## src/rtl/frft_pkg.sv

```systemverilog
// Shared constants, node type and control/status structs for the free-run tracker.
// Used by frft_dp, frft_ctrl, free_run_first_fit_tracker and the bench files.
package frft_pkg;

    localparam int POSITIONS = 1024;
    localparam int LOG_POS   = 10;
    localparam int NODE_W    = LOG_POS + 1;
    localparam int ADDR_W    = LOG_POS + 1;
    localparam int DEPTH     = 2 * POSITIONS;
    localparam int NODE_BITS = 3 * NODE_W;
    localparam int CMD_W     = 2;
    localparam int VALUE_W   = 10;

    localparam logic [CMD_W-1:0] CMD_OCCUPY = 2'd0;
    localparam logic [CMD_W-1:0] CMD_FREE   = 2'd1;
    localparam logic [CMD_W-1:0] CMD_QUERY  = 2'd2;

    typedef struct packed {
        logic [NODE_W-1:0] best;
        logic [NODE_W-1:0] pre;
        logic [NODE_W-1:0] suf;
    } t_node;

    typedef struct packed {
        logic init_wr;
        logic load;
        logic leaf_wr;
        logic root_rd;
        logic child_rd;
        logic join_wr;
        logic q_step;
        logic miss;
        logic out_load;
    } t_cmd;

    typedef struct packed {
        logic init_last;
        logic mark_ok;
        logic is_query;
        logic k_zero;
        logic at_root;
        logic root_fit;
        logic left_fit;
        logic mid_fit;
        logic child_leaf;
        logic out_free;
    } t_stat;

    // Merge two sibling nodes whose sizes are both half.
    function automatic t_node join_nodes(t_node a, t_node b, logic [NODE_W-1:0] half);
        t_node z;
        logic [NODE_W-1:0] m;
        logic [NODE_W-1:0] mid;
        m      = (a.best > b.best) ? a.best : b.best;
        mid    = a.suf + b.pre;
        z.best = (mid > m) ? mid : m;
        z.pre  = a.pre + ((a.pre == half) ? b.pre : '0);
        z.suf  = b.suf + ((b.suf == half) ? a.suf : '0);
        return z;
    endfunction

endpackage

```

## src/rtl/frft_ctrl.sv

```systemverilog
// Controller: sequences the tree build, leaf updates and first-fit descent.
// Depends on frft_pkg.
module frft_ctrl (
    input  logic            i_clk,
    input  logic            i_rst_n,
    input  logic            i_valid,
    input  frft_pkg::t_stat i_stat,
    output logic            o_ready,
    output frft_pkg::t_cmd  o_cmd_ctl
);

    localparam logic [3:0] S_INIT   = 4'd0;
    localparam logic [3:0] S_IDLE   = 4'd1;
    localparam logic [3:0] S_DISP   = 4'd2;
    localparam logic [3:0] S_UP_RD  = 4'd3;
    localparam logic [3:0] S_UP_WR  = 4'd4;
    localparam logic [3:0] S_Q_ROOT = 4'd5;
    localparam logic [3:0] S_Q_RD   = 4'd6;
    localparam logic [3:0] S_Q_STEP = 4'd7;
    localparam logic [3:0] S_Q_OUT  = 4'd8;

    logic [3:0] r_state, n_state;

    assign o_ready = (r_state == S_IDLE);

    always_comb begin
        n_state   = r_state;
        o_cmd_ctl = '0;
        case (r_state)
            S_INIT: begin
                o_cmd_ctl.init_wr = 1'b1;
                if (i_stat.init_last) begin
                    n_state = S_IDLE;
                end
            end
            S_IDLE: begin
                if (i_valid) begin
                    o_cmd_ctl.load = 1'b1;
                    n_state        = S_DISP;
                end
            end
            S_DISP: begin
                if (i_stat.mark_ok) begin
                    o_cmd_ctl.leaf_wr = 1'b1;
                    n_state           = S_UP_RD;
                end else if (i_stat.is_query && i_stat.k_zero) begin
                    o_cmd_ctl.miss = 1'b1;
                    n_state        = S_Q_OUT;
                end else if (i_stat.is_query) begin
                    o_cmd_ctl.root_rd = 1'b1;
                    n_state           = S_Q_ROOT;
                end else begin
                    n_state = S_IDLE;
                end
            end
            S_UP_RD: begin
                o_cmd_ctl.child_rd = 1'b1;
                n_state            = S_UP_WR;
            end
            S_UP_WR: begin
                o_cmd_ctl.join_wr = 1'b1;
                n_state           = i_stat.at_root ? S_IDLE : S_UP_RD;
            end
            S_Q_ROOT: begin
                if (i_stat.root_fit) begin
                    o_cmd_ctl.child_rd = 1'b1;
                    n_state            = S_Q_STEP;
                end else begin
                    o_cmd_ctl.miss = 1'b1;
                    n_state        = S_Q_OUT;
                end
            end
            S_Q_RD: begin
                o_cmd_ctl.child_rd = 1'b1;
                n_state            = S_Q_STEP;
            end
            S_Q_STEP: begin
                o_cmd_ctl.q_step = 1'b1;
                if (i_stat.child_leaf || (i_stat.mid_fit && !i_stat.left_fit)) begin
                    n_state = S_Q_OUT;
                end else begin
                    n_state = S_Q_RD;
                end
            end
            S_Q_OUT: begin
                // hold the answer until the result register frees up
                if (i_stat.out_free) begin
                    o_cmd_ctl.out_load = 1'b1;
                    n_state            = S_IDLE;
                end
            end
            default: begin
                n_state = S_IDLE;
            end
        endcase
    end

    always_ff @(posedge i_clk) begin
        if (!i_rst_n) begin
            r_state <= S_INIT;
        end else begin
            r_state <= n_state;
        end
    end

endmodule

```

## config.mk

```make
export PLATFORM = sky130hd
export DESIGN_NAME = frft_ctrl
export DESIGN_NICKNAME = d
export VERILOG_FILES = /design/src/rtl/frft_pkg.sv /design/src/rtl/frft_ctrl.sv
export SDC_FILE = /design/constraint.sdc
export NUM_CORES = 1
export LEC_CHECK = 0
export ABC_CLOCK_PERIOD_IN_PS = 3400
export BUFFER_PORTS_ARGS = -buffer_cell sky130_fd_sc_hd__buf_2
export CORE_AREA = 8 8 45 47
export CTS_CLUSTER_SIZE = 10
export DETAILED_ROUTE_END_ITERATION = 7
export DIE_AREA = 0 0 53 55
export PLACE_DENSITY_LB_ADDON = 0.25
export RECOVER_POWER = 25
export SYNTH_ARGS = -nofsm -noshare
export SYNTH_HDL_FRONTEND = slang
export SYNTH_SLANG_ARGS = --single-unit
```

## constraint.sdc

```tcl
create_clock -name i_clk -period 3.4 [get_ports i_clk]
set_input_delay 0.34 -clock i_clk [delete_from_list [all_inputs] [get_ports i_clk]]
set_output_delay 0.34 -clock i_clk [all_outputs]
set_load 0.005 [all_outputs]
```

**After elaboration in Yosys (flattened, before gate mapping)**

Cells that the tools add are included.

- Bits of input ports: 13
- Bits in registers: 4
- Memories: 0
- Bits in latches: 0
- ROM bits: 0
- Bits in writable memories: 0

- Divide/modulo/power cells: 0
- Reductions and logical operators: 7
- Add/subtract/negate cells: 0
- Equality and inequality tests: 11
- Bitwise gates (word level): 0
- Multipliers: 0
- Magnitude comparators: 0
- Shift operators: 0
- Mux-type cells: 28

Operators by type and width:

| kind | number |
|---|---|
| 4-bit case mux with 9 select lines | 1 |
| 4-bit two-way mux | 7 |
| 4-bit by 3-bit equality test with 1-bit output (second input constant) | 4 |
| 1-bit two-way mux | 15 |
| 4-bit by 2-bit equality test with 1-bit output (second input constant) | 2 |
| 2-bit inequality test (second input constant) | 3 |
| 4-bit by 1-bit equality test with 1-bit output (second input constant) | 1 |
| 4-bit equality test (second input constant) | 1 |
| 4-bit zero test | 1 |
| 2-bit two-way mux | 2 |
| 1-bit case mux with 2 select lines | 2 |
| 3-bit two-way mux | 1 |
| 3-bit AND reduction | 1 |
| 1-bit logical AND | 2 |
| 2-bit OR reduction | 1 |
| 1-bit zero test | 1 |
| 1-bit logical OR | 1 |

**Logic depth before layout (Yosys ltp)**

Gate-level depths: netlist of the first run.

- Depth after elaboration: 5
- Depth in mapped cells: 4

**Worst setup path before layout of the first run**

No wires, ideal clock.

- Path type: flip-flop to output port
- From: register r_state[0]
- To: output o_cmd_ctl[7] (netlist name)
- Cell stages (with the launch flop): 5
- Arrival time: 1.036 ns
- Path slack: 2.024 ns
- Required time: 3.060 ns
- Buffers on the path: 1
- Cell sequence: dfxtp_1 buf_4 inv_2 nor4_2 and2_1

RTL lines:

| what | line | text |
|---|---|---|
| start: declaration | frft_ctrl.sv:22 | `logic [3:0] r_state, n_state;` |
| start signal: assignment | frft_ctrl.sv:102 | `r_state <= n_state;` |
| end: declaration | frft_ctrl.sv:9 | `output frft_pkg::t_cmd o_cmd_ctl` |

==> reports/metrics.cfg, run 1 <==
[grt]
antenna_found_initial = 0
globalRouteMet1Util_pct = 8.649
grt_use_met3_pct = 3.476
grt_first_pass_wirelength_mm = 1.918
grt_pass1_vias = 449
busiest_layer = met2
grt_max_degree = 17
grt_util_met2_pct = 16.02
grt_overflow_total = 0
gr-usage-all-layers_pct = 8.793

[route]
vias = 438
dr.pass1.iters = 2
avgViaCountPerCell = 4.977
wire_per_inst_um = 13.28
drt-total-wl_mm = 1.169
drt_iter0_drc = 1
drc_errors = 0
antenna_left = 0

[floorplan]
rows = 14
die_h_um = 55
die_x_um = 53
io_pins = 23
core_area_um2 = 1384
die_area_um2 = 2915
initial_utilization_pct = 30.38

[sta]
worst_pin_slew_ps = 453.1
period_minus_slack_ps = 2016
finalMaxSlewViolations = 0
fin_worst_skew_ps = 3.421
fmax_ghz = 0.4960
relSlewSlack_pct = 69.75
hold_ws_ps = 348.1
fin_crit_sh_pct = 59.30
hold_violations = 0
setup_viol = 0
rsz0062_at_grt = no
setup_tns_ps = 0
finalWorstSetupSlack_ps = 1384

[place]
dpl.hpwl_um = 947.5
dp_cells = 85
place_area_um2 = 519.2
port_buffers = 22
place.gp.congestion = 0.7793
post-place-ws_ps = 1710

[critical_path]
crit_buf_inv = 2
worstPathArrival_ps = 1680
critical-path-max-stage-delay_ps = 590
ff2ff_path_depth = 3
cp_top_family = flip-flops
slowest_stage = dfxtp_1
r2r-end = r_state[3]
rrSetupSlack_ps = 1880
required_ps = 3060
cp-startpoint = r_state[1]
cp-start-kind = flip-flop
cp-end-kind = output pin
cp_num_cells = 4
crit_chain = nor4b_1 > o2bb2a_2 > inv_1 > buf_2
crit_path_max_fanout = 16
criticalPathCategory = reg -> out
worstReg2RegStart = r_state[1]
worstSetupEndpoint = o_cmd_ctl[1]

[cells_and_area]
area_growth_pct = 27.38
final_layout_size_suffix_gt1_share_pct = 41.67
reg_top3 = r_state (4)
antenna_cells = 0
most-common-layout-cells = buf_2 (22), nor3_1 (4), dfxtp_1 (4)
layout.cells.non_filler = 88
largest_reg_flops = 4
final_common_cell = buf_2
top_register = r_state
final_area_um2 = 535.5
final_core_util_pct = 38.70
nNetsFinal = 87
fillers = 157

[job]
cap_violations = 0

[synthesis]
yosysWarnings = 0
synth_fp_nets = 64
synth-edff-count = 0
avgSynthCellArea_um2 = 8.243
yosysTopAreaCell = dfxtp_1
synth_top_area_share_pct = 19.05
yosysSeqAreaShare_pct = 19.05
synth_area_um2 = 420.4
ys_types = 34
synth.area.top_cells = dfxtp_1 (19%), nor3_1 (4.8%), nand2b_1 (4.5%)
yosys_most_used_dff = dfxtp_1
ys_ff_latch = 4
synth_cells = 51
synthArstFlopShare_pct = 0

[pwr]
power_mw = 0.1896
peakVddDrop_mv = 0.1771
leakagePower_nw = 0.2407
p_per_area_nw_per_um2 = 354.1

[cts]
cts_tree = yes
clk_pin_slew_ps = 40
htree_levels = 1
cts_setup_buffers = 0
cts_resized = 0
cts.sink_count = 4
cts-root-buf = clkbuf_4
cts_buffers = 3
clock_path_buffers = 2
insertion_delay_ps = 230
hold_buffers = 0

[worst_hold_path]
hold_depth = 2
min_path_type = in -> reg

[outcome]
status = complete, no violations

## final cells by class
cell class                 instances  area [um2]  area share, %
timing repair buffer              22       110.1          20.56
tap                               16       20.02          3.738
clock buffer                       3       22.52          4.206
sequential                         4       80.08          14.95
inverter                           4       15.01          2.804
multi-input combinational         39       287.8          53.74
## power by group
part	switching, mW	total (mW)	internal [mW]
Sequential	0.0162	0.0683	0.0521
Clock	0.0166	0.0558	0.0393
Combinational	0.0293	0.0655	0.0362
Total	0.0620	0.190	0.128
## routing by layer
layer	wire length (um)	up-vias
li1	-	235
met2	648	8
met3	58	0
met4	0	0
met5	0	-
met1	462	195
## cells in the mapped netlist (all sizes together) (2+ instances only)
cell,instances
a21oi,2
a311oi,2
and2,2
buf,4
dfxtp,4
inv,4
nand2b,3
nand3b,2
nor2b,2
nor3,4
nor4,2
o21ai,2
o31a,2
## logic make-up (layout without fill, tap and decap cells)
| group | Yosys count | after routing | synth area share, % |
|---|---|---|---|
| muxes | 1 | 1 | 2.381 |
| AOI/OAI and AO/OA | 14 | 14 | 26.19 |
| DFF | 4 | 4 | 19.05 |
| buffers and inverters | 8 | 29 | 11.01 |
| and+or+nand+nor | 24 | 24 | 41.37 |
## how the worst min path moves through the flow
stage / start / endpoint / slack (ps)
final: i_rst_n / r_state[2] / 350
after global routing: i_rst_n / r_state[2] / 370
after CTS: i_rst_n / r_state[2] / 350
after detailed placement: i_rst_n / r_state[2] / 590
after global placement: i_rst_n / r_state[2] / 580
after floorplan: i_rst_n / r_state[2] / 470
Note: power is estimated with default switching activity, not from simulation.
==> run 2, diff against run 1 <==
--- a/config.mk
+++ b/config.mk
@@ -5,7 +5,7 @@
 export SDC_FILE = /design/constraint.sdc
 export NUM_CORES = 1
 export LEC_CHECK = 0
-export ABC_CLOCK_PERIOD_IN_PS = 3400
+export ABC_CLOCK_PERIOD_IN_PS = 2000
 export BUFFER_PORTS_ARGS = -buffer_cell sky130_fd_sc_hd__buf_2
 export CORE_AREA = 8 8 45 47
 export CTS_CLUSTER_SIZE = 10
==> constraint.sdc (replaced) <==
create_clock -name i_clk -period 2 [get_ports i_clk]
set_input_delay 0.2 -clock i_clk [delete_from_list [all_inputs] [get_ports i_clk]]
set_output_delay 0.2 -clock i_clk [all_outputs]
set_load 0.005 [all_outputs]
==> reports/metrics.cfg, run 2 (same netlist as run 1, synthesis figures left out) <==
[grt]
grt_first_pass_wirelength_mm = 1.918  ; unchanged
grt_pass1_vias = 449  ; unchanged
grt_overflow_total = 0  ; unchanged
antenna_found_initial = 0  ; unchanged
grt_max_degree = 17  ; unchanged
gr-usage-all-layers_pct = 8.793  ; unchanged

[pwr]
leakagePower_nw = 0.2379  ; -1.2%
p_per_area_nw_per_um2 = 599.2  ; +69%
peakVddDrop_mv = 0.3021  ; +71%

[sta]
finalMaxSlewViolations = 0  ; unchanged
relSlewSlack_pct = 69.38  ; -0.37 points
worst_pin_slew_ps = 458.7  ; +5.595 ps
hold_violations = 0  ; unchanged
fin_worst_skew_ps = 3.421  ; unchanged
setup_tns_ps = 0  ; unchanged
hold_ws_ps = 208.1  ; -140.0 ps
fin_crit_sh_pct = 89.97
setup_viol = 0  ; unchanged
fmax_ghz = 0.5557
finalWorstSetupSlack_ps = 200.6  ; -1183 ps
rsz0062_at_grt = no
period_minus_slack_ps = 1799

[route]
avgViaCountPerCell = 5.023  ; +0.91%
dr.pass1.iters = 2  ; unchanged
wire_per_inst_um = 13.32  ; +0.26%
met1_length_um = 462  ; unchanged
antenna_left = 0  ; unchanged
drt-total-wl_mm = 1.172  ; +0.26%
dr_wl_met3_um = 58  ; unchanged
met2_length_um = 651  ; +0.46%
drt_iter0_drc = 1  ; unchanged
topRoutingLayerUsed = met3
vias = 442  ; +0.91%
drc_errors = 0  ; unchanged

[critical_path]
worstSetupEndpoint = o_cmd_ctl[1]
crit_buf_inv = 2  ; unchanged
rrSetupSlack_ps = 560  ; -1320 ps
worstPathArrival_ps = 1600  ; -80 ps
cp_num_cells = 4  ; unchanged
criticalPathCategory = reg -> out
r2r-end = r_state[3]
cp-end-kind = output pin
slowest_stage = dfxtp_1
cp_top_family = flip-flops
crit_chain = or3b_1 > o2bb2a_2 > inv_1 > buf_2
crit_path_max_fanout = 13  ; -3
critical-path-max-stage-delay_ps = 570  ; -20 ps
cp-start-kind = flip-flop
required_ps = 1800  ; -1260 ps
ff2ff_path_depth = 3  ; unchanged
cp-startpoint = r_state[0]
worstReg2RegStart = r_state[0]

[cells_and_area]
top_register = r_state
final_layout_size_suffix_gt1_share_pct = 41.67  ; unchanged
antenna_cells = 0  ; unchanged
fillers = 156  ; -0.64%
largest_reg_flops = 4  ; unchanged
area_growth_pct = 28.57
regArea_um2 = 80.08  ; unchanged
most-common-layout-cells = buf_2 (21), nor3_1 (4), dfxtp_1 (4)
multi_input_area_um2 = 294.0  ; +2.2%
nNetsFinal = 87  ; unchanged
reg_top3 = r_state (4)
final_common_cell = buf_2
final_area_um2 = 540.5  ; +0.93%

[cts]
cts_buffers = 3  ; unchanged
hold_buffers = 0  ; unchanged
cts-root-buf = clkbuf_4
clk_pin_slew_ps = 40  ; about the same
cts_tree = yes
clock_path_buffers = 2  ; unchanged
cts.sink_count = 4  ; unchanged
cts_resized = 0  ; unchanged
htree_levels = 1  ; unchanged
insertion_delay_ps = 230  ; about the same
cts_setup_buffers = 0  ; unchanged

[place]
place_area_um2 = 519.2  ; unchanged
place.gp.congestion = 0.7792  ; about the same
port_buffers = 22  ; unchanged
dpl.hpwl_um = 947.5  ; unchanged
post-place-ws_ps = 450.1  ; -1260 ps

[floorplan]
initial_utilization_pct = 30.38  ; unchanged
io_pins = 23  ; unchanged
rows = 14  ; unchanged
core_area_um2 = 1384  ; unchanged
die_area_um2 = 2915  ; unchanged
die_h_um = 55  ; unchanged
die_x_um = 53  ; unchanged

[worst_hold_path]
min_path_type = in -> reg
hold_depth = 2  ; unchanged

[outcome]
status = complete, no violations

[job]
cap_violations = 0  ; unchanged

[run 2: how the worst min path moves through the flow]
| stage | startpoint | endpoint | slack (ps) |
|---|---|---|---|
| final | i_rst_n | r_state[2] | 210 |
| after global routing | i_rst_n | r_state[2] | 230 |
| after CTS | i_rst_n | r_state[2] | 210 |
| after detailed placement | i_rst_n | r_state[2] | 450 |
| after global placement | i_rst_n | r_state[2] | 440 |
| after floorplan | i_rst_n | r_state[2] | 330 |
[run 2: report_power, final]
| part | internal [mW] | switching (mW) | total (mW) |
|---|---|---|---|
| combinational | 0.0620 | 0.0498 | 0.112 |
| sequential | 0.0886 | 0.0286 | 0.117 |
| clock | 0.0667 | 0.0281 | 0.0949 |
| total | 0.217 | 0.107 | 0.324 |
[run 2: final cells by class]
type	instances	area share, %
well taps	16	3.704
multi-input cells	39	54.40
clock buffers	3	4.167
flip-flops and latches	4	14.81
inverters	4	2.778
repair buffers	22	20.14
[run 2: stage by stage]
| stage | power (mW) | util [%] | std cells |
|---|---|---|---|
| global route | 0.3550 | 39.06 | 88 |
| CTS | 0.3324 | 39.15 | 88 |
| finish | 0.3239 | 39.06 | 88 |
| floorplan | 0.1936 | - | 51 |
| detailed placement | 0.2303 | 37.52 | 85 |
| global placement | 0.2298 | 37.52 | 85 |
[run 2: metal layers]
metal	global-route usage [%]	vias up
li1	-	235
met1	8.649	199
met2	16.02	8
met3	3.476	0
met4	3.879	0
met5	0	-
[run 2: worst reg2reg max path: stages, from the launching register on]
cell and delay, ps:
dfxtp_1 570, or3b_1 390, o2bb2a_2 270, a31oi_1 140
